===== src/hw/rtl/usqv_pkg.sv =====
package usqv_pkg;

   // field and datapath widths
   localparam int CNT_W    = 9;
   localparam int IDX_W    = 8;
   localparam int RAD_W    = 16;
   localparam int POS_W    = 17;
   localparam int TEX_W    = 17;
   localparam int SLOT_W   = 3;
   localparam int PHASE_W  = 32;
   localparam int QUO_W    = PHASE_W + 1;
   localparam int TEX_FRAC = 16;
   localparam int X_W      = 31;
   localparam int T_W      = 32;
   localparam int SINE_LAT = 8;
   localparam int REQ_W    = 2 * IDX_W;
   localparam int RSP_W    = 3 * POS_W + 2 * TEX_W + SLOT_W;

   // register reset values
   localparam logic [CNT_W-1:0] RING_COUNT_RST   = 9'd16;
   localparam logic [CNT_W-1:0] SECTOR_COUNT_RST = 9'd16;
   localparam logic [RAD_W-1:0] RADIUS_RST       = 16'd256;

   // quarter-wave sine polynomial, Q30
   localparam logic [X_W-1:0] Q30_ONE      = 31'h4000_0000;
   localparam logic [PHASE_W-1:0] QUARTER  = 32'h4000_0000;
   localparam logic [T_W-1:0] K_C9         = 32'd172272;
   localparam logic [T_W-1:0] POLY_COEF [4] = '{32'd5026995, 32'd85569306,
                                               32'd693598668, 32'd1686629713};

   localparam logic [SLOT_W-1:0] LAST_SLOT = 3'd5;

   typedef enum logic [1:0] {
      REG_RING_COUNT    = 2'd0,
      REG_SECTOR_COUNT  = 2'd1,
      REG_SPHERE_RADIUS = 2'd2
   } reg_index_type;

   typedef struct packed {
      logic [SLOT_W-1:0] slot;
      logic [TEX_W-1:0]  tex_u;
      logic [TEX_W-1:0]  tex_v;
   } vertex_tag_type;

   // ring offset of each of the six vertices
   function automatic logic ring_step(input logic [SLOT_W-1:0] slot);
      logic step;
      unique case (slot)
         3'd0, 3'd1, 3'd3: step = 1'b0;
         3'd2, 3'd4, 3'd5: step = 1'b1;
         default:          step = 1'b0;
      endcase
      return step;
   endfunction

   // sector offset of each of the six vertices
   function automatic logic sector_step(input logic [SLOT_W-1:0] slot);
      logic step;
      unique case (slot)
         3'd0, 3'd3, 3'd5: step = 1'b0;
         3'd1, 3'd2, 3'd4: step = 1'b1;
         default:          step = 1'b0;
      endcase
      return step;
   endfunction

endpackage


===== src/hw/rtl/usqv_div_cell.sv =====
module usqv_div_cell (
   input  logic                          clock,
   input  logic                          en,
   input  logic [usqv_pkg::CNT_W-1:0]    divisor,
   input  logic [usqv_pkg::CNT_W-1:0]    rem_in,
   input  logic [usqv_pkg::QUO_W-1:0]    quo_in,
   output logic [usqv_pkg::CNT_W-1:0]    rem_out,
   output logic [usqv_pkg::QUO_W-1:0]    quo_out
);
   import usqv_pkg::*;

   logic [CNT_W:0]   shifted;
   logic [CNT_W:0]   diff;
   logic             fits;
   logic [CNT_W-1:0] rem_ff, rem_in_nxt;
   logic [QUO_W-1:0] quo_ff;

   // one restoring step: double the remainder, subtract if it fits
   always_comb begin
      shifted    = {rem_in, 1'b0};
      diff       = shifted - {1'b0, divisor};
      fits       = shifted >= {1'b0, divisor};
      rem_in_nxt = fits ? diff[CNT_W-1:0] : shifted[CNT_W-1:0];
   end

   always_ff @(posedge clock) begin
      if (en) begin
         rem_ff <= rem_in_nxt;
         quo_ff <= {quo_in[QUO_W-2:0], fits};
      end
   end

   assign rem_out = rem_ff;
   assign quo_out = quo_ff;

endmodule


===== src/hw/rtl/usqv_div_chain.sv =====
module usqv_div_chain (
   input  logic                          clock,
   input  logic                          en,
   input  logic [usqv_pkg::CNT_W-1:0]    divisor,
   input  logic [usqv_pkg::CNT_W-1:0]    dividend,
   output logic [usqv_pkg::QUO_W-1:0]    quotient,
   output logic [usqv_pkg::CNT_W-1:0]    remainder,
   output logic [usqv_pkg::TEX_W-1:0]    tex
);
   import usqv_pkg::*;

   // quotient of dividend * 2^32 / divisor, one bit per cell, 32 cells deep
   localparam int TAP = PHASE_W - TEX_FRAC;

   logic [CNT_W-1:0] rem_w [PHASE_W+1];
   logic [QUO_W-1:0] quo_w [PHASE_W+1];
   logic             top_bit;
   logic [CNT_W-1:0] half_up;
   logic             tex_rnd;
   logic [TEX_W-1:0] tex_in;
   logic [TEX_W-1:0] tex_ff [TEX_FRAC];

   // integer bit: dividend never exceeds divisor
   always_comb begin
      top_bit  = dividend == divisor;
      rem_w[0] = top_bit ? '0 : dividend;
      quo_w[0] = {{PHASE_W{1'b0}}, top_bit};
   end

   for (genvar i = 0; i < PHASE_W; i++) begin : g_cell
      usqv_div_cell u_cell (
         .clock   (clock),
         .en      (en),
         .divisor (divisor),
         .rem_in  (rem_w[i]),
         .quo_in  (quo_w[i]),
         .rem_out (rem_w[i+1]),
         .quo_out (quo_w[i+1])
      );
   end

   // texture coordinate: 16 fraction bits, rounded half up, taken mid-chain
   always_comb begin
      half_up = divisor - (divisor >> 1);
      tex_rnd = rem_w[TAP] >= half_up;
      tex_in  = quo_w[TAP][TEX_W-1:0] + TEX_W'(tex_rnd);
   end

   always_ff @(posedge clock) begin
      if (en) begin
         tex_ff[0] <= tex_in;
         for (int k = 1; k < TEX_FRAC; k++) tex_ff[k] <= tex_ff[k-1];
      end
   end

   assign quotient  = quo_w[PHASE_W];
   assign remainder = rem_w[PHASE_W];
   assign tex       = tex_ff[TEX_FRAC-1];

endmodule


===== config.mk =====
export PLATFORM = sky130hd
export DESIGN_NAME = usqv_div_chain
export DESIGN_NICKNAME = d
export VERILOG_FILES = /design/src/hw/rtl/usqv_pkg.sv /design/src/hw/rtl/usqv_div_cell.sv /design/src/hw/rtl/usqv_div_chain.sv
export SDC_FILE = /design/constraint.sdc
export NUM_CORES = 1
export LEC_CHECK = 0
export ABC_AREA = 1
export BUFFER_PORTS_ARGS = -buffer_cell sky130_fd_sc_hd__buf_2
export CORE_ASPECT_RATIO = 0.5
export CORE_MARGIN = 10
export CORE_UTILIZATION = 35
export DETAILED_ROUTE_END_ITERATION = 10
export PLACE_DENSITY_LB_ADDON = 0.15
export SETUP_SLACK_MARGIN = 0.02
export SLEW_MARGIN = 20
export SYNTH_ARGS = -nofsm -noshare
export SYNTH_HDL_FRONTEND = slang
export SYNTH_SLANG_ARGS = --single-unit

===== constraint.sdc =====
create_clock -name clock -period 7.1 [get_ports clock]
set_input_delay 0.71 -clock clock [delete_from_list [all_inputs] [get_ports clock]]
set_output_delay 0.71 -clock clock [all_outputs]
set_load 0.005 [all_outputs]

==> metrics.cfg, run 1 <==
[run_status]
outcome = finished clean

[placed_design]
dp_cells = 5679
port-buffer-count = 78
routabilityCongestion = 0.812
dp_hpwl_mm = 55.0

[pwr]
ir_drop_uv = 258
power.leakage_nw = 21.8
p_per_area_mw_per_mm2 = 389

[drt]
first_iter_violations = 1744
drcViolationCount = 0
post_drt_wl_per_cell_um = 15.3
drt_first_pass_iters = 5
ant_nets = 0
routed_wl_mm = 89.9
vias = 27000
post_drt_via_cell_ratio = 4.60

[setup_path]
crit_path_start = divisor[0]
critPathMaxStageDelay_ns = 0.51
slowest_stage = nand4_1
cp.required_ns = 7.57
setup.worst_path.start_class = input port
cpMostUsedCell = ha_1
crit_type = in2reg
cp_cell_sequence = buf_2 > inv_2 > ha_1 > fa_1 > o21ai_0 > a21oi_1 > xor2_1 > ha_1 > inv_1 > nor3_1 > nand3b_1 > nand4_1 > ha_1 > nand2_1 > nor3_4 > nand2_2 > nor2_2 > nand2_1 > nor2_1 > xor2_1
worstPathArrival_ns = 4.90
timing.rr.start = g_cell[15].u_cell.rem_out[0]
regToRegSetupSlack_ns = 3.84
crit_fanout = 4
end_kind = register

[final_layout]
final_util_pct = 39.5
diodes = 0
area_growth_pct = 11.8
final_nets = 4265
fillers = 13200
final_cell_mix = edfxtp_1 (1120), nand2_1 (814), ha_1 (307)
final_layout_size_suffix_gt1_share_pct = 7.95
final-instance-count-excl-fill = 5866
final_common_cell = edfxtp_1

[synth]
yosys.cell_types.count = 34
ys.flop_type = edfxtp_1
synth-seq-area-share_pct = 67.9
synthesis.area_mm2 = 0.0495
syn_inst = 3747
synth-seq-cells = 1120
synth_edf_count = 1120
synth_async_sr_flop_share_pct = 0
syn-num-nets = 4107
syn_area_per_cell_um2 = 13.2
yosysWarnings = 0

[clock_tree]
clock-sinks = 1120
path_clk_slew_ns = 0.07
hold_buffers = 0
cts_tree = done
cts-root-buf = clkbuf_16
htreeDepth = 3
cts_setup_buffers = 0
cts_buffer_depth = 3
cts_resized = 0
clk_latency_ns = 0.72
numCtsBuffers = 104

[timing]
period_needed_ns = 4.43
rsz0062_at_grt = no
skew_ns = 0.0573
max_slew_margin_pct = 30.8
tightest_slew_ns = 1.04
slew_viol_final = 0
fmax_ghz = 0.226
hold_viol = 0
finalSetupViolations = 0
fin_tns_setup_ns = 0
post-route-period-util_pct = 62.4

[floorplan]
die_width_um = 552
io_pins = 79
core_area_mm2 = 0.140
die-area_mm2 = 0.158
initial_core_util_pct = 35.3
rows = 97
die_height_um = 286

[worst_hold_path]
min_from = g_cell[12].u_cell.quo_out[3]
hold_path.class = reg2reg

[global_route]
grt_pass1_vias = 26600
grt_pass1_wl_mm = 144
antenna_found_initial = 2
overflow = 0
grt.total_usage_pct = 11.2
grt_max_degree = 207

[run]
maxCapViolCount = 0

-- synthesized netlist by cell type, types with 2 or more instances --
cell type / n / share of area (%)
inv_2: 29 / 0.22
nor2_1: 85 / 0.64
nand3b_1: 30 / 0.45
a21o_1: 30 / 0.45
a21oi_1: 179 / 1.8
edfxtp_1: 1120 / 68
fa_1: 33 / 1.3
nor2_2: 3 / 0.038
clkbuf_1: 3 / 0.023
clkinv_1: 2 / 0.015
ha_1: 307 / 7.8
o21a_1: 29 / 0.44
o21ai_1: 38 / 0.38
nor3_1: 7 / 0.071
nand2_1: 814 / 6.2
xnor2_1: 97 / 1.7
inv_1: 298 / 2.3
buf_4: 18 / 0.27
a31oi_1: 29 / 0.37
buf_6: 29 / 0.66
o21ai_0: 178 / 1.8
o21bai_1: 3 / 0.045
nand4_1: 68 / 0.86
xor2_1: 119 / 2.1
nand3_1: 155 / 1.6
nand2_2: 34 / 0.43
buf_2: 3 / 0.030
-- sequential cells by signal, indices dropped and copies added, names as in the netlist --
register,count
g_cell.u_cell.quo_out,560
g_cell.u_cell.rem_out,288
tex_ff,272
-- critical path, delay by kind of cell --
family | cells | cell delay (ns)
xor gates and xnor gates | 2 | 0.25
buffers and inverters | 3 | 0.36
and+or+nand+nor | 9 | 1.70
adders and majority gates | 4 | 1.29
AOI/OAI and AO/OA | 2 | 0.57
-- worst paths after layout --
kind,cells past startpoint,endpoint
hold / removal,0,g_cell[13].u_cell.quo_out[4]
hold reg to reg,0,g_cell[13].u_cell.quo_out[4]
setup / recovery,20,tex_ff[0][16]
setup reg to reg,14,tex_ff[0][16]
-- report_power, final --
| group | internal [W] | switching [W] | leakage, nW | total [W] |
|---|---|---|---|---|
| logic | 0.00247 | 0.00399 | 9.27 | 0.00646 |
| registers | 0.00906 | 0.000592 | 11.0 | 0.00965 |
| clock network | 0.00294 | 0.00250 | 1.58 | 0.00544 |
| total | 0.0145 | 0.00708 | 21.8 | 0.0216 |
-- per-layer routing --
layer  routed length (um)  track usage (%)  vias to the layer above
met4                 1970             2.88                        0
met3                 4150             2.54                      143
met2                37900             16.7                      404
met1                45800             16.5                    12800
met5                    0                0                        -
li1                     -                -                    13600
-- final cells by class --
cell class | count | area (um2) | share of cell area [%]
clock buffers | 129 | 2700 | 4.87
clock inverters | 57 | 609 | 1.10
inverters | 329 | 1230 | 2.23
multi-input cells | 2245 | 14200 | 25.6
flip-flops and latches | 1120 | 33600 | 60.7
well taps | 1881 | 2350 | 4.25
repair buffers | 105 | 686 | 1.24
-- stage by stage --
stage | setup WS, ns | hold WS, ns | instance area [um2] | power (W)
finish | 2.67 | 0.388 | 55400 | 0.0216
detailed placement | 1.91 | 0.405 | 52000 | 0.0162
CTS | 2.72 | 0.377 | 55400 | 0.0219
global placement | 1.88 | 0.400 | 52000 | 0.0162
floorplan | 2.13 | 0.400 | 49500 | 0.0147
global route | 2.41 | 0.384 | 55400 | 0.0232
-- cells by family (layout without fill, tap and decap cells) --
| group | Yosys count | in the layout | synth area share, % |
|---|---|---|---|
| AO/OA/AOI/OAI | 490 | 490 | 5.39 |
| XOR/XNOR | 216 | 216 | 3.82 |
| adder cells (fa/ha/maj) | 340 | 340 | 9.09 |
| buffers and inverters | 382 | 620 | 3.48 |
| flip-flops | 1120 | 1120 | 67.9 |
| AND/OR/NAND/NOR | 1199 | 1199 | 10.3 |
No activity file was read; power rests on OpenSTA's default activity.
==> inputs of run 2 (changes only) <==
==> constraint.sdc (replaced) <==
create_clock -name clock -period 3.7 [get_ports clock]
set_input_delay 0.37 -clock clock [delete_from_list [all_inputs] [get_ports clock]]
set_output_delay 0.37 -clock clock [all_outputs]
set_load 0.005 [all_outputs]
==> metrics.cfg, run 2 (synthesis gave the netlist of run 1 again) <==
[run_status]
outcome = finished clean

[drt]
drcViolationCount = 0  ; unchanged
post_drt_wl_per_cell_um = 15.3  ; -0.17%
drt_first_pass_iters = 7  ; +2
vias = 27100  ; +0.53%
ant_nets = 0  ; unchanged
routed_wl_mm = 90.6  ; +0.80%
post_drt_via_cell_ratio = 4.58  ; -0.43%
first_iter_violations = 1536  ; -12%

[run]
maxCapViolCount = 0  ; unchanged

[clock_tree]
clk_latency_ns = 0.73  ; about the same
cts_tree = done
cts_setup_buffers = 0  ; unchanged
hold_buffers = 0  ; unchanged
numCtsBuffers = 105  ; +0.96%
cts-root-buf = clkbuf_16
path_clk_slew_ns = 0.07  ; about the same
clock-sinks = 1120  ; unchanged
htreeDepth = 3  ; unchanged
cts_resized = 0  ; unchanged
cts_buffer_depth = 3  ; unchanged

[final_layout]
area_growth_pct = 13.5
final_nets = 4312  ; +1.1%
final_layout_size_suffix_gt1_share_pct = 10.0  ; +2.1 points
diodes = 0  ; unchanged
fillers = 13100  ; -0.81%
final_common_cell = edfxtp_1
largest_reg_flops = 560  ; unchanged
final_cell_mix = edfxtp_1 (1120), nand2_1 (814), ha_1 (304)

[worst_hold_path]
min_from = en
hold_path.class = in2reg

[setup_path]
end_kind = register
crit_fanout = 4  ; unchanged
worstPathArrival_ns = 3.82  ; -1.08 ns
cp.required_ns = 4.19  ; -3.38 ns
crit_path_start = divisor[0]
setup.worst_path.start_class = input port
crit_type = in2reg
timing.rr.start = g_cell[15].u_cell.rem_out[0]

[floorplan]
rows = 97  ; unchanged
io_pins = 79  ; unchanged
die_height_um = 286  ; unchanged
core_area_mm2 = 0.140  ; unchanged
die-area_mm2 = 0.158  ; unchanged
die_width_um = 552  ; unchanged
initial_core_util_pct = 35.3  ; unchanged

[timing]
rsz0062_at_grt = no
slew_viol_final = 0  ; unchanged
fmax_ghz = 0.301
tightest_slew_ns = 0.916  ; -0.122 ns
post-route-period-util_pct = 89.9
hold_viol = 0  ; unchanged
skew_ns = 0.0468  ; -0.0105 ns
period_needed_ns = 3.33
finalSetupViolations = 0  ; unchanged
max_slew_margin_pct = 38.9  ; +8.2 points
hold_slack_ns = 0.130  ; -0.258 ns

[pwr]
fin_total_pwr_w = 0.0423  ; +96%
ir_drop_uv = 369  ; +43%
power.leakage_nw = 22.2  ; +1.8%
p_per_area_mw_per_mm2 = 753  ; +93%

[placed_design]
dp_hpwl_mm = 56.7  ; +3.2%
routabilityCongestion = 0.820  ; +0.96%
port-buffer-count = 78  ; unchanged

[global_route]
overflow = 0  ; unchanged
grt_pass1_vias = 27100  ; +1.9%
grt_max_degree = 136  ; -34%
grt.total_usage_pct = 11.3  ; +0.099 points
grt_pass1_wl_mm = 145  ; +0.48%
antenna_found_initial = 1  ; -1

run 2: changes by cell type in the layout (fill, tap and decap cells not counted), sizes merged:
| cell | delta |
|---|---|
| clkinv | +1 |
| buf | +46 |
| inv | -2 |
| clkbuf | -9 |
| clkinvlp | +11 |
| bufinv | +10 |
run 2: layer usage:
| metal | up-vias | track usage [%] | share of wire (%) |
|---|---|---|---|
| met5 | - | 0 | 0 |
| met4 | 0 | 3.28 | 2.3 |
| met3 | 151 | 2.27 | 3.9 |
| met2 | 388 | 17.2 | 43 |
| met1 | 12800 | 16.4 | 51 |
| li1 | 13700 | - | - |
run 2: cell type report:
type,instances,area (um2),share of cell area (%)
flip-flops and latches,1120,33600,59.8
multi-input cells,2245,14200,25.3
clock buffers,120,2680,4.77
well taps,1881,2350,4.19
inverters,329,1250,2.23
repair buffers,151,1110,1.98
clock inverters,77,975,1.73
run 2: path summary, 6_finish.rpt:
| kind | endpoint | slack [ns] | cells after the start |
|---|---|---|---|
| worst min register to register | g_cell[24].u_cell.quo_out[3] | 0.39 | 0 |
| worst max-delay path | tex_ff[0][8] | 0.37 | 23 |
| worst min-delay path | g_cell[18].u_cell.quo_out[2] | 0.13 | 1 |
| worst max register to register | tex_ff[0][8] | 0.79 | 15 |
run 2: critical path: stages:
cell and delay (ns):
buf_2 0.13, inv_2 0.12, ha_2 0.24, fa_2 0.35, o21ai_2 0.17, nand2_1 0.07, nand2_1 0.06, a21oi_1 0.07
xor2_1 0.15, ha_1 0.31, nand2_1 0.07, nor3_2 0.13, nand3b_1 0.10, nand4_1 0.13, buf_4 0.21, ha_1 0.19
nand2_1 0.10, nor3_4 0.22, nand2_2 0.09, nor2_2 0.15, nand2_1 0.09, buf_4 0.14, xor2_1 0.13
run 2: report_power, final:
part	leakage (nW)	switching [W]	internal, W
registers	11.0	0.00115	0.0174
clock network	1.75	0.00493	0.00642
logic	9.49	0.00763	0.00482
total	22.2	0.0137	0.0286
run 2: through the flow:
| stage | worst slack (ns) | instance area, um2 | setup TNS, ns | utilization [%] | cells |
|---|---|---|---|---|---|
| floorplan | 0.0271 | 49600 | 0 | - | 3747 |
| detailed placement | -0.393 | 52600 | -2.51 | 37.5 | 5726 |
| global placement | -0.366 | 52600 | -2.23 | 37.5 | 5726 |
| CTS | 0.436 | 56200 | 0 | 40.1 | 5923 |
| global route | 0.210 | 56200 | 0 | 40.1 | 5923 |
| finish | 0.375 | 56200 | 0 | 40.1 | 5923 |
==> inputs of run 3 (changes only) <==
--- a/config.mk
+++ b/config.mk
@@ -11,7 +11,7 @@
 export CORE_MARGIN = 10
 export CORE_UTILIZATION = 35
 export DETAILED_ROUTE_END_ITERATION = 10
-export PLACE_DENSITY_LB_ADDON = 0.15
+export PLACE_DENSITY = 0.48
 export SETUP_SLACK_MARGIN = 0.02
 export SLEW_MARGIN = 20
 export SYNTH_ARGS = -nofsm -noshare
==> metrics.cfg, run 3 (synthesis gave the netlist of run 1 again) <==
[pwr]
fin_total_pwr_w = 0.0420  ; -0.80%
p_per_area_mw_per_mm2 = 750  ; -0.40%
ir_drop_uv = 387  ; +4.8%
power.leakage_nw = 22.1  ; -0.56%

[drt]
drt_first_pass_iters = 5  ; -2
vias = 27100  ; -0.055%
drcViolationCount = 0  ; unchanged
first_iter_violations = 1776  ; +16%
post_drt_via_cell_ratio = 4.58  ; about the same
routed_wl_mm = 90.3  ; -0.35%
ant_nets = 0  ; unchanged
post_drt_wl_per_cell_um = 15.3  ; -0.21%

[clock_tree]
cts_tree = done
cts_resized = 0  ; unchanged
htreeDepth = 3  ; unchanged
clock-sinks = 1120  ; unchanged
clk_latency_ns = 0.72  ; about the same
cts_buffer_depth = 3  ; unchanged
numCtsBuffers = 104  ; -0.95%
cts_setup_buffers = 0  ; unchanged
hold_buffers = 0  ; unchanged
path_clk_slew_ns = 0.06  ; about the same
cts-root-buf = clkbuf_16

[worst_hold_path]
min_path_cells = 1  ; unchanged
hold_path.class = in2reg

[timing]
finalSetupViolations = 0  ; unchanged
fmax_ghz = 0.285  ; -5.1%
post-route-period-util_pct = 94.7  ; +4.8 points
tightest_slew_ns = 0.916  ; -0.0000273 ns
max_slew_margin_pct = 38.9  ; about the same
period_needed_ns = 3.50  ; +0.179 ns
rsz0062_at_grt = no
hold_slack_ns = 0.101  ; -0.0290 ns
skew_ns = 0.0395  ; -0.00729 ns
hold_viol = 0  ; unchanged
slew_viol_final = 0  ; unchanged

[setup_path]
cp.required_ns = 4.17  ; -0.02 ns
cpMostUsedCell = nand2_1
path_buf_inv = 4  ; unchanged
cp_cell_sequence = buf_2 > inv_2 > ha_2 > fa_2 > o21ai_2 > nand2_1 > nand2_1 > a21oi_1 > xor2_1 > ha_1 > nand2_1 > nor3_2 > nand3b_1 > nand4_1 > buf_4 > ha_1 > nand2_1 > nor3_4 > nand2_2 > nor2_2 > nand2_1 > buf_4 > xor2_1
reg2regPathDepth = 15  ; unchanged
critPathTopFamily = simple AND/OR/NAND/NOR gates
worstPathArrival_ns = 3.98  ; +0.16 ns
slowest_stage = fa_2
crit_fanout = 3  ; -1
crit_type = in2reg
setup.worst_path.start_class = input port
end_kind = register
crit_cells = 23  ; unchanged
critPathMaxStageDelay_ns = 0.35  ; about the same

[final_layout]
largest_reg_flops = 560  ; unchanged
fillers = 13200  ; +0.47%
seqCellArea_mm2 = 0.0336  ; unchanged
final_layout_size_suffix_gt1_share_pct = 9.42  ; -0.60 points
final_cell_mix = edfxtp_1 (1120), nand2_1 (814), ha_1 (304)
final_nets = 4304  ; -0.19%
area_growth_pct = 13.1
finalInstanceArea_mm2 = 0.0560  ; -0.40%
multiInputGateArea_mm2 = 0.0142  ; unchanged
diodes = 0  ; unchanged
final_common_cell = edfxtp_1

[global_route]
overflow = 0  ; unchanged
use_met2_pct = 17.1  ; -0.10 points
met1_usage_pct = 16.1  ; -0.28 points
grt.total_usage_pct = 11.3  ; about the same
grt.met3_usage_pct = 2.58  ; +0.31 points
grt_pass1_wl_mm = 145  ; about the same
antenna_found_initial = 3  ; +2
grt_max_degree = 154  ; +13%
top_usage_layer = met2
grt_pass1_vias = 27000  ; -0.28%

[placed_design]
dp_hpwl_mm = 56.8  ; +0.11%
port-buffer-count = 78  ; unchanged
routabilityCongestion = 0.835  ; +1.8%
place_area_mm2 = 0.0525  ; -0.17%

[run]
maxCapViolCount = 0  ; unchanged

[floorplan]
die_height_um = 286  ; unchanged
io_pins = 79  ; unchanged
initial_core_util_pct = 35.3  ; unchanged
die-area_mm2 = 0.158  ; unchanged
die_width_um = 552  ; unchanged
core_area_mm2 = 0.140  ; unchanged
rows = 97  ; unchanged

[run_status]
outcome = finished clean

## run 3: cell count changes in the layout (fill, tap and decap cells not counted), sizes merged
cell and delta:
inv +1, clkbuf +3, buf -7, clkinvlp -2, bufinv -3
## run 3: per-layer routing
metal  share of wire, %  vias up
li1                   -    13700
met1                 50    12800
met2                 43      401
met3                4.6      176
met4                2.9        4
met5              0.017        -
## run 3: path summary, 6_finish.rpt
kind	slack, ns	from	endpoint
worst min-delay path	0.10	en	g_cell[20].u_cell.quo_out[3]
worst min register to register	0.39	g_cell[26].u_cell.quo_out[6]	g_cell[27].u_cell.quo_out[7]
worst max register to register	0.62	g_cell[15].u_cell.rem_out[0]	tex_ff[0][8]
worst max-delay path	0.20	divisor[0]	tex_ff[0][8]
## run 3: worst register-to-register path: stages (launching register included)
cell	delay [ns]
edfxtp_1	0.38
inv_1	0.09
fa_1	0.54
nand4_1	0.11
nor2_1	0.10
nand2_1	0.06
nand4_1	0.25
buf_4	0.23
ha_1	0.18
nand2_1	0.10
nor3_4	0.18
nand2_2	0.08
nor2_2	0.15
nand2_1	0.09
buf_4	0.14
xor2_1	0.14
## run 3: area by class of cell
class,instances,area share [%]
clock inverters,73,1.52
repair buffers,144,1.82
flip-flops and latches,1120,60.1
clock buffers,123,4.78
multi-input cells,2245,25.4
inverters,329,2.24
well taps,1881,4.20
## run 3: stage by stage
step	worst slack (ns)	std cells	TNS [ns]	util, %
floorplan	0.0271	3747	0	-
global placement	-0.537	5719	-7.90	37.4
CTS	0.231	5915	0	39.9
global route	0.0427	5915	0	39.9
detailed placement	-0.569	5719	-7.68	37.4
finish	0.196	5915	0	39.9
## run 3: report_power, final
part	total [W]	internal [W]	switching, W
Combinational	0.0125	0.00481	0.00766
Sequential	0.0185	0.0174	0.00112
Clock	0.0110	0.00615	0.00487
Total	0.0420	0.0283	0.0137
